**src/zre_pkg.sv**
```systemverilog
// Package of shared constants, register indexes and the remap function of the zero-run expander.
`default_nettype none
package zre_pkg;

    localparam int PIXELS_PER_RESULT = 4;
    localparam int REMAP_ENTRIES     = 16;
    localparam int LANE_COUNT        = (PIXELS_PER_RESULT < 1) ? 1 :
                                       (PIXELS_PER_RESULT > 4) ? 4 : PIXELS_PER_RESULT;

    localparam int CODE_W   = 8;
    localparam int PIXEL_W  = 8;
    localparam int COUNT_W  = 3;
    localparam int LEFT_W   = 9;
    localparam int IMAGE_W  = 16;
    localparam int TABLE_W  = 64;
    localparam int CFG_IDX_W = 8;

    localparam logic [LEFT_W-1:0] LANES_LEFT = LEFT_W'(LANE_COUNT);

    localparam logic [CFG_IDX_W-1:0] CFG_REMAP_ENABLE = CFG_IDX_W'(0);
    localparam logic [CFG_IDX_W-1:0] CFG_REMAP_LOW    = CFG_IDX_W'(1);
    localparam logic [CFG_IDX_W-1:0] CFG_REMAP_HIGH   = CFG_IDX_W'(2);
    localparam logic [CFG_IDX_W-1:0] CFG_IMAGE_PIXELS = CFG_IDX_W'(3);

    function automatic logic [PIXEL_W-1:0] remap_pixel(
        input logic               enable,
        input logic [TABLE_W-1:0] low_entries,
        input logic [TABLE_W-1:0] high_entries,
        input logic [PIXEL_W-1:0] value
    );
        logic [PIXEL_W-1:0] result;
        result = value;
        if (enable && (value < PIXEL_W'(REMAP_ENTRIES)))
        begin
            if (value[3])
            begin
                result = high_entries[8*value[2:0] +: 8];
            end
            else
            begin
                result = low_entries[8*value[2:0] +: 8];
            end
        end
        return result;
    endfunction

endpackage
`default_nettype wire

```
**src/zre_cfg_if.sv**
```systemverilog
// Configuration write channel of the zero-run expander.
`default_nettype none
interface zre_cfg_if
    import zre_pkg::*;
();
    logic                 valid;
    logic                 ready;
    logic [CFG_IDX_W-1:0] index;
    logic [TABLE_W-1:0]   data;

    modport source (output valid, output index, output data, input ready);
    modport sink   (input valid, input index, input data, output ready);
endinterface
`default_nettype wire

```
**src/zre_in_if.sv**
```systemverilog
// Coded byte input channel of the zero-run expander.
`default_nettype none
interface zre_in_if
    import zre_pkg::*;
();
    logic              valid;
    logic              ready;
    logic [CODE_W-1:0] code_byte;
    logic              final_byte;

    modport source (output valid, output code_byte, output final_byte, input ready);
    modport sink   (input valid, input code_byte, input final_byte, output ready);
endinterface
`default_nettype wire

```
**src/zre_out_if.sv**
```systemverilog
// Packed pixel result channel of the zero-run expander.
`default_nettype none
interface zre_out_if
    import zre_pkg::*;
();
    logic               valid;
    logic               ready;
    logic [PIXEL_W-1:0] pixel_a;
    logic [PIXEL_W-1:0] pixel_b;
    logic [PIXEL_W-1:0] pixel_c;
    logic [PIXEL_W-1:0] pixel_d;
    logic [COUNT_W-1:0] pixel_count;
    logic               run_last;
    logic               image_done;
    logic               overflow;

    modport source (
        output valid, output pixel_a, output pixel_b, output pixel_c, output pixel_d,
        output pixel_count, output run_last, output image_done, output overflow,
        input ready
    );
    modport sink (
        input valid, input pixel_a, input pixel_b, input pixel_c, input pixel_d,
        input pixel_count, input run_last, input image_done, input overflow,
        output ready
    );
endinterface
`default_nettype wire

```
**src/zero_run_expander_with_remap.sv**
```systemverilog
// Top level of the zero-run expander: decoding, pixel clamping, remap and result packing.
//
//   Channel   Direction  Transaction
//   cfg       in         register index and write data
//   code_in   in         one coded byte and its final-buffer mark
//   pixel_out out        up to four packed pixels with count and status flags
//
// A byte that causes at most one result is taken when the result register is free or
// being emptied. A zero run of k kept pixels gives ceil(k/4) results, at least one,
// issued by the single shared packing counter; input is held off meanwhile. A full
// result register stalls the packing counter and thus the input. Reset clears the
// configuration registers, the decoding state, the pixel counter and the result valid
// flag; no clearing pass.
`default_nettype none
module zero_run_expander_with_remap
    import zre_pkg::*;
(
    input  wire        clk,
    input  wire        rst_n,
    zre_cfg_if.sink    cfg,
    zre_in_if.sink     code_in,
    zre_out_if.source  pixel_out
);

    localparam logic ST_IDLE = 1'b0;
    localparam logic ST_RUN  = 1'b1;

    logic                 state_reg, state_next;
    logic                 remap_enable_reg;
    logic [TABLE_W-1:0]   remap_low_reg;
    logic [TABLE_W-1:0]   remap_high_reg;
    logic [IMAGE_W-1:0]   image_pixels_reg;
    logic                 awaiting_reg, awaiting_next;
    logic [IMAGE_W-1:0]   written_reg, written_next;
    logic                 finished_reg, finished_next;

    logic [LEFT_W-1:0]    left_reg, left_next;
    logic [PIXEL_W-1:0]   px_reg, px_next;
    logic                 done_reg, done_next;
    logic                 ovf_reg, ovf_next;

    logic                 out_valid_reg, out_valid_next;
    logic [PIXEL_W-1:0]   out_px_reg [4];
    logic [COUNT_W-1:0]   out_count_reg;
    logic                 out_last_reg;
    logic                 out_done_reg;
    logic                 out_ovf_reg;

    logic                 slot_free;
    logic                 accept;
    logic                 emit;
    logic [LEFT_W-1:0]    wanted;
    logic [PIXEL_W-1:0]   raw_px;
    logic                 item_done;
    logic [IMAGE_W-1:0]   room;
    logic [LEFT_W-1:0]    kept;
    logic                 load;
    logic [LEFT_W-1:0]    src_left;
    logic [LEFT_W-1:0]    lane_n;
    logic                 src_last;

    assign cfg.ready     = 1'b1;
    assign slot_free     = !out_valid_reg || pixel_out.ready;
    assign code_in.ready = (state_reg == ST_IDLE) && slot_free;
    assign accept        = code_in.valid && code_in.ready;

    always_comb
    begin
        emit          = 1'b0;
        wanted        = '0;
        raw_px        = '0;
        item_done     = 1'b0;
        awaiting_next = awaiting_reg;
        if (!finished_reg)
        begin
            if (awaiting_reg)
            begin
                awaiting_next = 1'b0;
                emit          = 1'b1;
                item_done     = (code_in.code_byte == '0) || code_in.final_byte;
                wanted        = LEFT_W'(code_in.code_byte);
            end
            else if (code_in.code_byte == '0)
            begin
                if (code_in.final_byte)
                begin
                    emit      = 1'b1;
                    item_done = 1'b1;
                end
                else
                begin
                    awaiting_next = 1'b1;
                end
            end
            else
            begin
                emit      = 1'b1;
                wanted    = LEFT_W'(1);
                raw_px    = code_in.code_byte;
                item_done = code_in.final_byte;
            end
        end
    end

    assign room = (written_reg < image_pixels_reg) ? (image_pixels_reg - written_reg) : '0;
    assign kept = (IMAGE_W'(wanted) < room) ? wanted : LEFT_W'(room);

    assign src_left = (state_reg == ST_IDLE) ? kept : left_reg;
    assign src_last = (src_left <= LANES_LEFT);
    assign lane_n   = src_last ? src_left : LANES_LEFT;

    always_comb
    begin
        state_next    = state_reg;
        written_next  = written_reg;
        finished_next = finished_reg;
        left_next     = left_reg;
        px_next       = px_reg;
        done_next     = done_reg;
        ovf_next      = ovf_reg;
        load          = 1'b0;
        case (state_reg)
            ST_IDLE:
            begin
                if (accept && emit)
                begin
                    load          = 1'b1;
                    written_next  = IMAGE_W'(written_reg + IMAGE_W'(kept));
                    finished_next = finished_reg || item_done;
                    px_next       = remap_pixel(remap_enable_reg, remap_low_reg,
                                                remap_high_reg, raw_px);
                    done_next     = item_done;
                    ovf_next      = (kept < wanted);
                    left_next     = src_left - lane_n;
                    if (!src_last)
                    begin
                        state_next = ST_RUN;
                    end
                end
            end
            ST_RUN:
            begin
                if (slot_free)
                begin
                    load      = 1'b1;
                    left_next = src_left - lane_n;
                    if (src_last)
                    begin
                        state_next = ST_IDLE;
                    end
                end
            end
            default:
            begin
                state_next = ST_IDLE;
            end
        endcase
    end

    always_comb
    begin
        out_valid_next = out_valid_reg;
        if (load)
        begin
            out_valid_next = 1'b1;
        end
        else if (pixel_out.ready)
        begin
            out_valid_next = 1'b0;
        end
    end

    always_ff @(posedge clk or negedge rst_n)
    begin
        if (!rst_n)
        begin
            state_reg        <= ST_IDLE;
            remap_enable_reg <= 1'b0;
            remap_low_reg    <= '0;
            remap_high_reg   <= '0;
            image_pixels_reg <= '0;
            awaiting_reg     <= 1'b0;
            written_reg      <= '0;
            finished_reg     <= 1'b0;
            out_valid_reg    <= 1'b0;
        end
        else
        begin
            state_reg     <= state_next;
            written_reg   <= written_next;
            finished_reg  <= finished_next;
            out_valid_reg <= out_valid_next;
            if (accept)
            begin
                awaiting_reg <= awaiting_next;
            end
            if (cfg.valid && cfg.ready)
            begin
                case (cfg.index)
                    CFG_REMAP_ENABLE: remap_enable_reg <= cfg.data[0];
                    CFG_REMAP_LOW:    remap_low_reg    <= cfg.data;
                    CFG_REMAP_HIGH:   remap_high_reg   <= cfg.data;
                    CFG_IMAGE_PIXELS: image_pixels_reg <= cfg.data[IMAGE_W-1:0];
                    default:          ;
                endcase
            end
        end
    end

    always_ff @(posedge clk)
    begin
        left_reg <= left_next;
        px_reg   <= px_next;
        done_reg <= done_next;
        ovf_reg  <= ovf_next;
        if (load)
        begin
            for (int j = 0; j < 4; j++)
            begin
                out_px_reg[j] <= (LEFT_W'(j) < lane_n) ? px_next : '0;
            end
            out_count_reg <= COUNT_W'(lane_n);
            out_last_reg  <= src_last;
            out_done_reg  <= done_next;
            out_ovf_reg   <= ovf_next;
        end
    end

    assign pixel_out.valid       = out_valid_reg;
    assign pixel_out.pixel_a     = out_px_reg[0];
    assign pixel_out.pixel_b     = out_px_reg[1];
    assign pixel_out.pixel_c     = out_px_reg[2];
    assign pixel_out.pixel_d     = out_px_reg[3];
    assign pixel_out.pixel_count = out_count_reg;
    assign pixel_out.run_last    = out_last_reg;
    assign pixel_out.image_done  = out_done_reg;
    assign pixel_out.overflow    = out_ovf_reg;

endmodule
`default_nettype wire
```
**src/flat_wrapper.sv**
```systemverilog
// flat-port wrapper written by rule: the top's interface ports become plain ports
module zero_run_expander_with_remap_flat import zre_pkg::*;
  (clk, rst_n, cfg_valid, cfg_index, cfg_data, cfg_ready, code_in_valid, code_in_code_byte, code_in_final_byte, code_in_ready, pixel_out_valid, pixel_out_pixel_a, pixel_out_pixel_b, pixel_out_pixel_c, pixel_out_pixel_d, pixel_out_pixel_count, pixel_out_run_last, pixel_out_image_done, pixel_out_overflow, pixel_out_ready);
  zre_cfg_if cfg_i ();
  zre_in_if code_in_i ();
  zre_out_if pixel_out_i ();
  input  wire clk;
  input  wire rst_n;
  input wire logic [$bits(cfg_i.valid)-1:0] cfg_valid;
  input wire logic [$bits(cfg_i.index)-1:0] cfg_index;
  input wire logic [$bits(cfg_i.data)-1:0] cfg_data;
  output wire logic [$bits(cfg_i.ready)-1:0] cfg_ready;
  input wire logic [$bits(code_in_i.valid)-1:0] code_in_valid;
  input wire logic [$bits(code_in_i.code_byte)-1:0] code_in_code_byte;
  input wire logic [$bits(code_in_i.final_byte)-1:0] code_in_final_byte;
  output wire logic [$bits(code_in_i.ready)-1:0] code_in_ready;
  output wire logic [$bits(pixel_out_i.valid)-1:0] pixel_out_valid;
  output wire logic [$bits(pixel_out_i.pixel_a)-1:0] pixel_out_pixel_a;
  output wire logic [$bits(pixel_out_i.pixel_b)-1:0] pixel_out_pixel_b;
  output wire logic [$bits(pixel_out_i.pixel_c)-1:0] pixel_out_pixel_c;
  output wire logic [$bits(pixel_out_i.pixel_d)-1:0] pixel_out_pixel_d;
  output wire logic [$bits(pixel_out_i.pixel_count)-1:0] pixel_out_pixel_count;
  output wire logic [$bits(pixel_out_i.run_last)-1:0] pixel_out_run_last;
  output wire logic [$bits(pixel_out_i.image_done)-1:0] pixel_out_image_done;
  output wire logic [$bits(pixel_out_i.overflow)-1:0] pixel_out_overflow;
  input wire logic [$bits(pixel_out_i.ready)-1:0] pixel_out_ready;
  assign cfg_i.valid = cfg_valid;
  assign cfg_i.index = cfg_index;
  assign cfg_i.data = cfg_data;
  assign cfg_ready = cfg_i.ready;
  assign code_in_i.valid = code_in_valid;
  assign code_in_i.code_byte = code_in_code_byte;
  assign code_in_i.final_byte = code_in_final_byte;
  assign code_in_ready = code_in_i.ready;
  assign pixel_out_valid = pixel_out_i.valid;
  assign pixel_out_pixel_a = pixel_out_i.pixel_a;
  assign pixel_out_pixel_b = pixel_out_i.pixel_b;
  assign pixel_out_pixel_c = pixel_out_i.pixel_c;
  assign pixel_out_pixel_d = pixel_out_i.pixel_d;
  assign pixel_out_pixel_count = pixel_out_i.pixel_count;
  assign pixel_out_run_last = pixel_out_i.run_last;
  assign pixel_out_image_done = pixel_out_i.image_done;
  assign pixel_out_overflow = pixel_out_i.overflow;
  assign pixel_out_i.ready = pixel_out_ready;
  zero_run_expander_with_remap u_core (.clk(clk), .rst_n(rst_n), .cfg(cfg_i), .code_in(code_in_i), .pixel_out(pixel_out_i));
endmodule
```
**config.mk**
```make
export PLATFORM = sky130hd
export DESIGN_NAME = zero_run_expander_with_remap_flat
export DESIGN_NICKNAME = d
export VERILOG_FILES = /design/src/zre_pkg.sv /design/src/zre_cfg_if.sv /design/src/zre_in_if.sv /design/src/zre_out_if.sv /design/src/zero_run_expander_with_remap.sv /design/src/flat_wrapper.sv
export SDC_FILE = /design/constraint.sdc
export NUM_CORES = 1
export LEC_CHECK = 0
export BUFFER_PORTS_ARGS = -buffer_cell sky130_fd_sc_hd__buf_2
export CORE_MARGIN = 3
export CORE_UTILIZATION = 33
export CTS_BUF_LIST = sky130_fd_sc_hd__clkbuf_2
export CTS_CLUSTER_SIZE = 8
export DETAILED_ROUTE_END_ITERATION = 12
export PLACE_DENSITY = 0.48
export SLEW_MARGIN = 20
export SYNTH_ARGS = -nofsm -noshare
export SYNTH_HDL_FRONTEND = slang
export SYNTH_SLANG_ARGS = --single-unit
```
**constraint.sdc**
```tcl
create_clock -name clk -period 17.7 [get_ports clk]
set_input_delay 3.54 -clock clk [delete_from_list [all_inputs] [get_ports clk]]
set_output_delay 3.54 -clock clk [all_outputs]
set_load 0.03 [all_outputs]
```
==> impl_metrics.xml, run 1 <==
<?xml version="1.0" encoding="UTF-8"?>
<metrics>
  <group name="drt">
    <metric name="firstDrtPassIters" unit="">4</metric>
    <metric name="dr_total_vias" unit="">8662</metric>
    <metric name="antenna_left" unit="">0</metric>
    <metric name="via_per_inst" unit="">5.14</metric>
    <metric name="totalWireLength" unit="mm">32.6</metric>
    <metric name="wl_per_cell" unit="µm">19.3</metric>
    <metric name="drt_iter0_drc" unit="">430</metric>
    <metric name="drc_errors" unit="">0</metric>
  </group>
  <group name="synth">
    <metric name="synth_seq_cells" unit="">222</metric>
    <metric name="ys_warn_count" unit="">0</metric>
    <metric name="synthesis.area_per_instance" unit="µm²">11.5</metric>
    <metric name="synth.top_cells.by_area" unit="">dfrtp_1 35%, mux2_2 16%, edfxtp_1 12%, ha_1 4.2%, mux2i_1 3.3%</metric>
    <metric name="synth.yosys.seq_area_share" unit="">0.489</metric>
    <metric name="post-synth-top-area-fraction" unit="">0.352</metric>
    <metric name="asyncSetResetFlopFracSynth" unit="">0.743</metric>
    <metric name="synth-main-ff-cell" unit="">dfrtp_1</metric>
    <metric name="count_of_flip_flops_with_a_built_in_enable_after_synthesis" unit="">47</metric>
    <metric name="dominant_cell_type_by_area_after_synthesis" unit="">dfrtp_1</metric>
    <metric name="synth.distinct_cells" unit="">75</metric>
    <metric name="synth.cell_area" unit="mm²">0.0117</metric>
    <metric name="netlist_instances" unit="">1020</metric>
  </group>
  <group name="clock_network">
    <metric name="cts_repair_resize_count" unit="">0</metric>
    <metric name="clkTransAtPathRegs" unit="ps">90</metric>
    <metric name="cts_root_buffer" unit="">clkbuf_2</metric>
    <metric name="worstSkewPairLatency" unit="ps">830</metric>
    <metric name="tritoncts.num_buffers" unit="">66</metric>
    <metric name="tritoncts" unit="">built</metric>
    <metric name="clock_tree.buffer_depth" unit="">3</metric>
    <metric name="clkSinkCount" unit="">222</metric>
    <metric name="h-tree-depth" unit="">3</metric>
    <metric name="postCtsSetupBuffers" unit="">0</metric>
    <metric name="cts_hold_buffers" unit="">0</metric>
  </group>
  <group name="placement">
    <metric name="placed_area" unit="mm²">0.0128</metric>
    <metric name="dpl.hpwl" unit="mm">22.9</metric>
    <metric name="numPortBuffers" unit="">125</metric>
    <metric name="place.gp.congestion" unit="">0.870</metric>
  </group>
  <group name="pwr">
    <metric name="sequentialPowerShare" unit="">0.415</metric>
    <metric name="power.switching_fraction" unit="">0.377</metric>
    <metric name="p_int" unit="mW">0.923</metric>
    <metric name="vdd_ir_drop_max" unit="V">0.0000423</metric>
    <metric name="net-switching-power" unit="mW">0.559</metric>
    <metric name="clock_power_share" unit="">0.259</metric>
    <metric name="power_density" unit="mW/mm²">110</metric>
    <metric name="pwr-share-comb" unit="">0.326</metric>
    <metric name="power.static_leakage" unit="nW">6.64</metric>
  </group>
  <group name="floorplanning">
    <metric name="height_of_the_die" unit="µm">195</metric>
    <metric name="io_pins" unit="">127</metric>
    <metric name="row_count" unit="">68</metric>
    <metric name="die_width" unit="µm">195</metric>
    <metric name="core_area" unit="mm²">0.0348</metric>
    <metric name="floorplan.initialDensity" unit="">0.337</metric>
    <metric name="dieArea" unit="mm²">0.0378</metric>
  </group>
  <group name="sta">
    <metric name="finalMaxSlewViolations" unit="">0</metric>
    <metric name="worstMarginPinSlew" unit="ps">1020</metric>
    <metric name="timing.fmax" unit="MHz">129</metric>
    <metric name="relative_slew_margins" unit="">0.323</metric>
    <metric name="setup_tns" unit="ps">0</metric>
    <metric name="finalCriticalPeriod" unit="ps">7730</metric>
    <metric name="hold_violations" unit="">0</metric>
    <metric name="fin_crit_share" unit="">0.437</metric>
    <metric name="rsz0062_at_grt" unit="">false</metric>
    <metric name="setup-violations-final" unit="">0</metric>
    <metric name="largest_clock_skew_in_the_final_design" unit="ps">84.9</metric>
  </group>
  <group name="worst_setup_path">
    <metric name="timing.setup.critical_path_class" unit="">in2reg</metric>
    <metric name="crit_arrival" unit="ps">8400</metric>
    <metric name="worst_setup_path_end_kind" unit="">register</metric>
    <metric name="cp_data_required_time" unit="ps">18370</metric>
    <metric name="worstSetupStartpointType" unit="">input pin</metric>
    <metric name="worstPathMaxFanout" unit="">8</metric>
    <metric name="r2r_cells" unit="">28</metric>
  </group>
  <group name="job">
    <metric name="drv.max_cap_violation_count" unit="">0</metric>
  </group>
  <group name="cells_and_area">
    <metric name="synthToLayoutAreaGrowth" unit="%">14.6</metric>
    <metric name="layout.cells.most_common_list" unit="">168 x mux2_2, 165 x dfrtp_1, 124 x buf_2</metric>
    <metric name="finish.net_count" unit="">1302</metric>
    <metric name="fill_cells" unit="">3516</metric>
    <metric name="layout-drive-gt1-share" unit="">0.360</metric>
    <metric name="postLayoutCellArea" unit="mm²">0.0134</metric>
    <metric name="layout_commonest_cell" unit="">mux2_2</metric>
  </group>
  <group name="grt">
    <metric name="grt_max_degree" unit="">91</metric>
    <metric name="grtUsageTotal" unit="">0.169</metric>
    <metric name="globalRouteOverflowTotal" unit="">0</metric>
    <metric name="grt_pass1_vias" unit="">8597</metric>
    <metric name="grt_antenna_before_repair" unit="">6</metric>
    <metric name="grt_first_pass_wirelength" unit="mm">50.0</metric>
  </group>
  <group name="worst_hold_path">
    <metric name="holdCritPathClass" unit="">reg2reg</metric>
    <metric name="whs_path_depth" unit="">1</metric>
  </group>
  <group name="status">
    <metric name="result_of_the_run" unit="">finished clean</metric>
  </group>
</metrics>
## cell usage after synthesis (all sizes together), types with 12 or more instances
cell and instances:
nand2 63, inv 46, a21o 20, dfrtp 165
a31oi 16, clkbuf 43, edfxtp 47, mux2 169
nor2b 15, a21oi 57, o22ai 12, o21ai 37
nor2 56, ha 39, nand3 15, xnor2 21
mux2i 39
## path summary, 6_finish.rpt
check / slack [ps] / endpoint / startpoint
worst max-delay path: 9970 / u_core.written_reg[11] / code_in_code_byte[7]
worst min-delay path: 460 / u_core.done_reg / u_core.done_reg
worst max register to register: 10630 / u_core.written_reg[11] / u_core.written_reg[0]
worst min register to register: 460 / u_core.done_reg / u_core.done_reg
max in group asynchronous: 13630 / u_core.remap_high_reg[26] / rst_n
min in group asynchronous: 2800 / u_core.remap_low_reg[36] / rst_n
## per-layer routing
metal | GRT usage | share of wire
met1 | 0.225 | 0.45
met2 | 0.267 | 0.47
met3 | 0.0477 | 0.063
met4 | 0.0521 | 0.020
met5 | 0 | 0.00092
## per-stage QoR
stage               cells  hold WS (ps)  setup slack, ps  utilization  power (mW)
global route         1684           491             9780        0.386        1.59
floorplan            1021           413             9870            -       0.973
CTS                  1681           462             9980        0.385        1.51
detailed placement   1561           440             9270        0.368        1.11
finish               1685           458             9970        0.386        1.48
global placement     1561           439             9300        0.368        1.11
## kinds of logic after synthesis
group,share of synthesized area
adder cells (fa/ha/maj),0.0450
multiplexers,0.204
other,0.000640
AND/OR/NAND/NOR,0.0858
AO/OA/AOI/OAI,0.125
XOR/XNOR,0.0187
buffers and inverters,0.0322
flip-flops,0.489
## layout make-up
| type | instances | area, µm² | share of cell area |
|---|---|---|---|
| clock buffer | 111 | 556 | 0.0413 |
| clock inverter | 9 | 36.3 | 0.00270 |
| timing repair buffer | 135 | 727 | 0.0541 |
| sequential | 222 | 5740 | 0.427 |
| inverter | 46 | 173 | 0.0128 |
| tap | 455 | 569 | 0.0424 |
| multi-input combinational | 704 | 5630 | 0.419 |
| antenna | 3 | 7.51 | 0.000559 |
## power by group through the flow
stage | Combinational [mW] | Clock [mW] | Sequential [mW]
after global routing | 0.536 | 0.437 | 0.621
after floorplan | 0.333 | 0 | 0.640
after detailed placement | 0.483 | 0 | 0.626
after global placement | 0.484 | 0 | 0.625
after CTS | 0.485 | 0.407 | 0.615
final | 0.483 | 0.385 | 0.615
## worst max-delay path, stage by stage
cell      delay (ps)
buf_2            120
nor4_1           800
a21oi_1          140
nor2_1           190
nor2_1            80
o41a_1           360
o211a_1          310
a21o_1           320
o22ai_2          390
ha_1             310
a21o_1           180
a21oi_1          210
nor2b_1           70
o21ai_0          150
nand2b_1         110
a21o_1           190
o31ai_1           70
a21oi_1          120
o21ai_0          380
a21boi_0         190
xnor2_1          150
(Power assumes the default switching activity.)
==> run 2, diff against run 1 <==
==> constraint.sdc (replaced) <==
create_clock -name clk -period 7.65 [get_ports clk]
set_input_delay 1.53 -clock clk [delete_from_list [all_inputs] [get_ports clk]]
set_output_delay 1.53 -clock clk [all_outputs]
set_load 0.03 [all_outputs]
==> run 2 against run 1 <==
Effect of this change:
- clock skew shrank 24 ps
- clock power grew 130%
- largest power group unchanged
- critical path depth grew 7
==> impl_metrics.xml, run 2 (synthesized netlist as in run 1, its figures left out) <==
<?xml version="1.0" encoding="UTF-8"?>
<metrics>
  <group name="sta">
    <metric name="hold_violations" unit="">0</metric>
    <metric name="finalCriticalPeriod" unit="ps">6840</metric>
    <metric name="setup_tns" unit="ps">0</metric>
    <metric name="timing.fmax" unit="MHz">146</metric>
    <metric name="relative_slew_margins" unit="">0.308</metric>
    <metric name="finalMaxSlewViolations" unit="">0</metric>
    <metric name="setup-violations-final" unit="">0</metric>
    <metric name="largest_clock_skew_in_the_final_design" unit="ps">61.2</metric>
    <metric name="rsz0062_at_grt" unit="">false</metric>
    <metric name="fin_crit_share" unit="">0.894</metric>
    <metric name="worstMarginPinSlew" unit="ps">1040</metric>
  </group>
  <group name="clock_network">
    <metric name="tritoncts.num_buffers" unit="">61</metric>
    <metric name="postCtsSetupBuffers" unit="">0</metric>
    <metric name="clkSinkCount" unit="">222</metric>
    <metric name="clkTransAtPathRegs" unit="ps">110</metric>
    <metric name="cts_repair_resize_count" unit="">0</metric>
    <metric name="worstSkewPairLatency" unit="ps">1000</metric>
    <metric name="cts_root_buffer" unit="">clkbuf_2</metric>
    <metric name="cts_hold_buffers" unit="">0</metric>
    <metric name="clock_tree.buffer_depth" unit="">3</metric>
    <metric name="tritoncts" unit="">built</metric>
    <metric name="h-tree-depth" unit="">2</metric>
  </group>
  <group name="grt">
    <metric name="globalRouteOverflowTotal" unit="">0</metric>
    <metric name="grt.busiest_layer" unit="">met2</metric>
    <metric name="grt_antenna_before_repair" unit="">8</metric>
    <metric name="grt_pass1_vias" unit="">8801</metric>
    <metric name="use_met3" unit="">0.0497</metric>
    <metric name="grt.met1_usage" unit="">0.229</metric>
    <metric name="grtUsageTotal" unit="">0.172</metric>
    <metric name="grt_first_pass_wirelength" unit="mm">50.8</metric>
    <metric name="grt.met2_usage" unit="">0.274</metric>
    <metric name="grt_max_degree" unit="">104</metric>
  </group>
  <group name="pwr">
    <metric name="pwr-share-comb" unit="">0.327</metric>
    <metric name="power.switching_fraction" unit="">0.381</metric>
    <metric name="clock_power_share" unit="">0.261</metric>
    <metric name="p_int" unit="mW">2.13</metric>
    <metric name="sequentialPowerShare" unit="">0.412</metric>
    <metric name="power.static_leakage" unit="nW">6.60</metric>
    <metric name="vdd_ir_drop_max" unit="V">0.000128</metric>
    <metric name="power_density" unit="mW/mm²">257</metric>
    <metric name="net-switching-power" unit="mW">1.31</metric>
  </group>
  <group name="placement">
    <metric name="dpl.hpwl" unit="mm">23.0</metric>
    <metric name="number_of_cells_in_the_design_after_placement" unit="">1562</metric>
    <metric name="numPortBuffers" unit="">125</metric>
    <metric name="place.gp.congestion" unit="">0.844</metric>
  </group>
  <group name="floorplanning">
    <metric name="core_area" unit="mm²">0.0348</metric>
    <metric name="height_of_the_die" unit="µm">195</metric>
    <metric name="io_pins" unit="">127</metric>
    <metric name="die_width" unit="µm">195</metric>
    <metric name="row_count" unit="">68</metric>
    <metric name="floorplan.initialDensity" unit="">0.337</metric>
    <metric name="dieArea" unit="mm²">0.0378</metric>
  </group>
  <group name="drt">
    <metric name="totalWireLength" unit="mm">32.7</metric>
    <metric name="antenna_left" unit="">0</metric>
    <metric name="dr_total_vias" unit="">8498</metric>
    <metric name="via_per_inst" unit="">5.06</metric>
    <metric name="drt_iter0_drc" unit="">370</metric>
    <metric name="wl_per_cell" unit="µm">19.4</metric>
    <metric name="drc_errors" unit="">0</metric>
    <metric name="firstDrtPassIters" unit="">5</metric>
  </group>
  <group name="status">
    <metric name="result_of_the_run" unit="">finished clean</metric>
  </group>
  <group name="cells_and_area">
    <metric name="layout.cells.most_common_list" unit="">168 x mux2_2, 165 x dfrtp_1, 124 x buf_2</metric>
    <metric name="layout_commonest_cell" unit="">mux2_2</metric>
    <metric name="finish.net_count" unit="">1297</metric>
    <metric name="layout-drive-gt1-share" unit="">0.354</metric>
    <metric name="fin_cells" unit="">1680</metric>
    <metric name="fill_cells" unit="">3460</metric>
    <metric name="synthToLayoutAreaGrowth" unit="%">14.3</metric>
  </group>
  <group name="worst_setup_path">
    <metric name="cp_max_stage_delay" unit="ps">490</metric>
    <metric name="crit_path_top_delay_cell" unit="">a221oi_2</metric>
    <metric name="worst_setup_path_end_kind" unit="">register</metric>
    <metric name="critical-path-top-cell-by-count" unit="">a21o_1</metric>
    <metric name="worstSetupStartpointType" unit="">register</metric>
    <metric name="cp_data_required_time" unit="ps">8490</metric>
    <metric name="timing.setup.critical_path_class" unit="">reg2reg</metric>
    <metric name="crit_arrival" unit="ps">7680</metric>
    <metric name="worstPathMaxFanout" unit="">9</metric>
  </group>
  <group name="worst_hold_path">
    <metric name="holdCritPathClass" unit="">reg2reg</metric>
  </group>
  <group name="job">
    <metric name="drv.max_cap_violation_count" unit="">0</metric>
  </group>
</metrics>
-- run 2: power groups by stage --
stage | Sequential [mW] | Clock, mW | Combinational, mW
floorplan | 1.48 | 0 | 0.770
global placement | 1.44 | 0 | 1.13
detailed placement | 1.45 | 0 | 1.13
CTS | 1.42 | 0.944 | 1.14
global route | 1.44 | 1.01 | 1.25
finish | 1.42 | 0.899 | 1.13
-- run 2: critical path, delay by kind of cell, from the launching register on --
family	cells	cell delay, ps
and+or+nand+nor	3	390
DFF	1	390
buffers and inverters	2	100
xor gates and xnor gates	1	150
adders and majority gates	4	1100
AOI/OAI and AO/OA	18	4560
-- run 2: per-layer routing --
layer,vias up,wire (µm)
met3,56,1810
li1,4094,-
met1,4168,15100
met2,170,15100
met5,-,51
met4,10,613
-- run 2: path summary, 6_finish.rpt --
check | end | cells past startpoint | start | slack, ps
worst max register to register | u_core.written_reg[11] | 28 | u_core.image_pixels_reg[0] | 810
worst min-delay path | u_core.done_reg | 1 | u_core.done_reg | 460
worst min register to register | u_core.done_reg | 1 | u_core.done_reg | 460
worst max-delay path | u_core.written_reg[11] | 28 | u_core.image_pixels_reg[0] | 810
min in group asynchronous | u_core.remap_high_reg[11] | 1 | rst_n | 640
max in group asynchronous | u_core.remap_high_reg[1] | 2 | rst_n | 5500
-- run 2: cell type report --
| class | instances | area (µm²) | share of cell area |
|---|---|---|---|
| Antenna cell | 6 | 15.0 | 0.00112 |
| Inverter | 46 | 173 | 0.0129 |
| Clock inverter | 13 | 81.3 | 0.00606 |
| Timing Repair Buffer | 135 | 707 | 0.0527 |
| Clock buffer | 99 | 495 | 0.0369 |
| Tap cell | 455 | 569 | 0.0425 |
| Multi-Input combinational cell | 704 | 5630 | 0.420 |
| Sequential cell | 222 | 5740 | 0.428 |
-- run 2: stage by stage --
stage / setup slack (ps) / util / hold WS, ps / power [mW] / area [µm²]
2_1_floorplan: 1560 / - / 413 / 2.25 / 11700
3_3_place_gp: 918 / 0.368 / 434 / 2.57 / 12800
3_5_place_dp: 849 / 0.368 / 438 / 2.58 / 12800
4_1_cts: 800 / 0.385 / 463 / 3.50 / 13400
5_1_grt: 138 / 0.385 / 494 / 3.70 / 13400
6_report: 808 / 0.385 / 463 / 3.45 / 13400
==> run 3, diff against run 2 <==
--- a/config.mk
+++ b/config.mk
@@ -6,12 +6,14 @@
 export NUM_CORES = 1
 export LEC_CHECK = 0
 export BUFFER_PORTS_ARGS = -buffer_cell sky130_fd_sc_hd__buf_2
+export CORE_ASPECT_RATIO = 1.5
 export CORE_MARGIN = 3
 export CORE_UTILIZATION = 33
 export CTS_BUF_LIST = sky130_fd_sc_hd__clkbuf_2
 export CTS_CLUSTER_SIZE = 8
 export DETAILED_ROUTE_END_ITERATION = 12
 export PLACE_DENSITY = 0.48
+export RECOVER_POWER = 100
 export SLEW_MARGIN = 20
 export SYNTH_ARGS = -nofsm -noshare
 export SYNTH_HDL_FRONTEND = slang
==> run 3 against run 2 <==
Effect of this change:
- the run now ends with max-capacitance violations, max-slew violations left
- design area decreased by 1.6%
- routed wire length decreased by 0.63%
- power decreased by 4.1%
- hold slack got worse by 6.9 ps
- count of clock-buffer cells in the layout decreased by 23
- non-clock buffer count unchanged
- first-iteration DRC count decreased by 0.27%
- die area increased by 0.12%
- utilization decreased by 0.51 points
- clock skew increased by 33 ps
- fmax decreased by 2.7%
- critical path depth increased by 1
- critical path type unchanged
==> impl_metrics.xml, run 3 (synthesized netlist as in run 1, its figures left out) <==
<?xml version="1.0" encoding="UTF-8"?>
<metrics>
  <group name="pwr">
    <metric name="power.static_leakage" unit="nW">6.37</metric>
    <metric name="power_density" unit="mW/mm²">251</metric>
    <metric name="sequentialPowerShare" unit="">0.431</metric>
    <metric name="clock_power_share" unit="">0.239</metric>
    <metric name="pwr-share-comb" unit="">0.329</metric>
    <metric name="net-switching-power" unit="mW">1.26</metric>
    <metric name="power.switching_fraction" unit="">0.380</metric>
    <metric name="p_int" unit="mW">2.05</metric>
    <metric name="vdd_ir_drop_max" unit="V">0.0000966</metric>
  </group>
  <group name="drt">
    <metric name="wl_per_cell" unit="µm">19.4</metric>
    <metric name="firstDrtPassIters" unit="">6</metric>
    <metric name="dr_total_vias" unit="">8520</metric>
    <metric name="antenna_left" unit="">0</metric>
    <metric name="drt_iter0_drc" unit="">369</metric>
    <metric name="totalWireLength" unit="mm">32.5</metric>
    <metric name="via_per_inst" unit="">5.09</metric>
    <metric name="drc_errors" unit="">0</metric>
  </group>
  <group name="worst_setup_path">
    <metric name="cp_data_required_time" unit="ps">8400</metric>
    <metric name="cp_max_stage_delay" unit="ps">460</metric>
    <metric name="worstSetupStartpointType" unit="">register</metric>
    <metric name="reg2reg_slack" unit="ps">620</metric>
    <metric name="worstPathMaxFanout" unit="">9</metric>
    <metric name="critical-path-top-cell-by-count" unit="">a21o_1</metric>
    <metric name="crit-reg2reg-launch" unit="">u_core.image_pixels_reg[0]</metric>
    <metric name="crit_path_top_delay_cell" unit="">o21ai_0</metric>
    <metric name="timing.setup.critical_path_class" unit="">reg2reg</metric>
    <metric name="worst_setup_path_end_kind" unit="">register</metric>
    <metric name="reg2reg_capture_point" unit="">u_core.written_reg[10]</metric>
    <metric name="crit_arrival" unit="ps">7790</metric>
    <metric name="worst_setup_path_endpoint" unit="">u_core.written_reg[10]</metric>
    <metric name="timing.critical_path.from" unit="">u_core.image_pixels_reg[0]</metric>
    <metric name="r2r_cells" unit="">29</metric>
  </group>
  <group name="clock_network">
    <metric name="clock_tree.buffer_depth" unit="">3</metric>
    <metric name="clkSinkCount" unit="">222</metric>
    <metric name="tritoncts" unit="">built</metric>
    <metric name="cts_root_buffer" unit="">clkbuf_2</metric>
    <metric name="clkTransAtPathRegs" unit="ps">110</metric>
    <metric name="cts_hold_buffers" unit="">0</metric>
    <metric name="cts_repair_resize_count" unit="">0</metric>
    <metric name="postCtsSetupBuffers" unit="">0</metric>
    <metric name="h-tree-depth" unit="">2</metric>
    <metric name="worstSkewPairLatency" unit="ps">890</metric>
    <metric name="tritoncts.num_buffers" unit="">54</metric>
  </group>
  <group name="sta">
    <metric name="setup-violations-final" unit="">0</metric>
    <metric name="worstMarginPinSlew" unit="ps">5240</metric>
    <metric name="finalMaxSlewViolations" unit="">399</metric>
    <metric name="largest_clock_skew_in_the_final_design" unit="ps">94.4</metric>
    <metric name="relative_slew_margins" unit="">-2.49</metric>
    <metric name="whs" unit="ps">456</metric>
    <metric name="rsz0062_at_grt" unit="">false</metric>
    <metric name="timing.fmax" unit="MHz">142</metric>
    <metric name="final.setup.worst_slack" unit="ps">619</metric>
    <metric name="finalCriticalPeriod" unit="ps">7030</metric>
    <metric name="fin_crit_share" unit="">0.919</metric>
    <metric name="hold_violations" unit="">0</metric>
    <metric name="setup_tns" unit="ps">0</metric>
  </group>
  <group name="floorplanning">
    <metric name="dieArea" unit="mm²">0.0379</metric>
    <metric name="core_area" unit="mm²">0.0347</metric>
    <metric name="height_of_the_die" unit="µm">237</metric>
    <metric name="row_count" unit="">83</metric>
    <metric name="die_width" unit="µm">160</metric>
    <metric name="floorplan.initialDensity" unit="">0.338</metric>
    <metric name="io_pins" unit="">127</metric>
  </group>
  <group name="cells_and_area">
    <metric name="layout_commonest_cell" unit="">mux2_2</metric>
    <metric name="postLayoutCellArea" unit="mm²">0.0132</metric>
    <metric name="layout.cells.most_common_list" unit="">168 x mux2_2, 165 x dfrtp_1, 83 x buf_2</metric>
    <metric name="layout-drive-gt1-share" unit="">0.290</metric>
    <metric name="finish.net_count" unit="">1290</metric>
    <metric name="fill_cells" unit="">3606</metric>
    <metric name="fin_cells" unit="">1673</metric>
    <metric name="synthToLayoutAreaGrowth" unit="%">12.5</metric>
  </group>
  <group name="grt">
    <metric name="grtUsageTotal" unit="">0.169</metric>
    <metric name="use_met3" unit="">0.0336</metric>
    <metric name="globalRouteOverflowTotal" unit="">0</metric>
    <metric name="grt_first_pass_wirelength" unit="mm">50.4</metric>
    <metric name="grt.busiest_layer" unit="">met2</metric>
    <metric name="grt_antenna_before_repair" unit="">3</metric>
    <metric name="grt.met2_usage" unit="">0.306</metric>
    <metric name="grt.met1_usage" unit="">0.196</metric>
    <metric name="grt_pass1_vias" unit="">8884</metric>
    <metric name="grt_max_degree" unit="">96</metric>
  </group>
  <group name="placement">
    <metric name="number_of_cells_in_the_design_after_placement" unit="">1574</metric>
    <metric name="dpl.hpwl" unit="mm">23.3</metric>
    <metric name="pre_cts_slack" unit="ps">717</metric>
    <metric name="place.gp.congestion" unit="">0.866</metric>
    <metric name="numPortBuffers" unit="">125</metric>
    <metric name="placed_area" unit="mm²">0.0128</metric>
  </group>
  <group name="status">
    <metric name="failed_checks" unit="">max-capacitance violations, max-slew violations</metric>
    <metric name="result_of_the_run" unit="">finished, violations left</metric>
  </group>
  <group name="job">
    <metric name="drv.max_cap_violation_count" unit="">6</metric>
  </group>
  <group name="worst_hold_path">
    <metric name="holdCritPathClass" unit="">reg2reg</metric>
    <metric name="whs_path_depth" unit="">1</metric>
  </group>
</metrics>
-- run 3: worst min path at each step --
stage / end / slack [ps] / startpoint
after global placement: u_core.done_reg / 430 / u_core.done_reg
final: u_core.done_reg / 460 / u_core.done_reg
after CTS: u_core.done_reg / 460 / u_core.done_reg
after floorplan: u_core.ovf_reg / 410 / u_core.ovf_reg
after global routing: u_core.done_reg / 480 / u_core.done_reg
after detailed placement: u_core.done_reg / 440 / u_core.done_reg
-- run 3: routing by layer --
layer	wire [µm]	part of all wire	vias up
met3	1490	0.046	67
met5	17	0.00052	-
met2	17100	0.53	186
met4	1030	0.032	4
met1	12900	0.40	4213
li1	-	-	4050
-- run 3: power groups by stage --
| stage | clock (mW) | combinational [mW] | sequential (mW) |
|---|---|---|---|
| after floorplan | 0 | 0.770 | 1.48 |
| after global placement | 0 | 1.12 | 1.45 |
| after detailed placement | 0 | 1.12 | 1.45 |
| after CTS | 0.837 | 1.12 | 1.42 |
| after global routing | 0.893 | 1.21 | 1.44 |
| final | 0.791 | 1.09 | 1.43 |
-- run 3: metrics by stage --
step | util | power (mW)
6_report | 0.380 | 3.31
5_1_grt | 0.380 | 3.55
2_1_floorplan | - | 2.25
3_5_place_dp | 0.370 | 2.57
4_1_cts | 0.384 | 3.39
3_3_place_gp | 0.370 | 2.57
-- run 3: worst max-delay path: cells and delay by family (launching register included) --
family	cells	cell delay (ps)
AND/OR/NAND/NOR	3	380
multiplexers	1	430
XOR/XNOR	1	160
flip-flops	1	400
AO/OA/AOI/OAI	16	4100
buffers and inverters	3	190
adder cells (fa/ha/maj)	5	1240
-- run 3: area by class of cell --
cell class | count | area (µm²) | share of cell area
sequential | 222 | 5740 | 0.435
multi-input combinational | 704 | 5580 | 0.423
timing repair buffer | 135 | 623 | 0.0472
tap | 467 | 584 | 0.0443
clock buffer | 76 | 380 | 0.0288
inverter | 46 | 173 | 0.0131
clock inverter | 22 | 110 | 0.00835
antenna | 1 | 2.50 | 0.000190
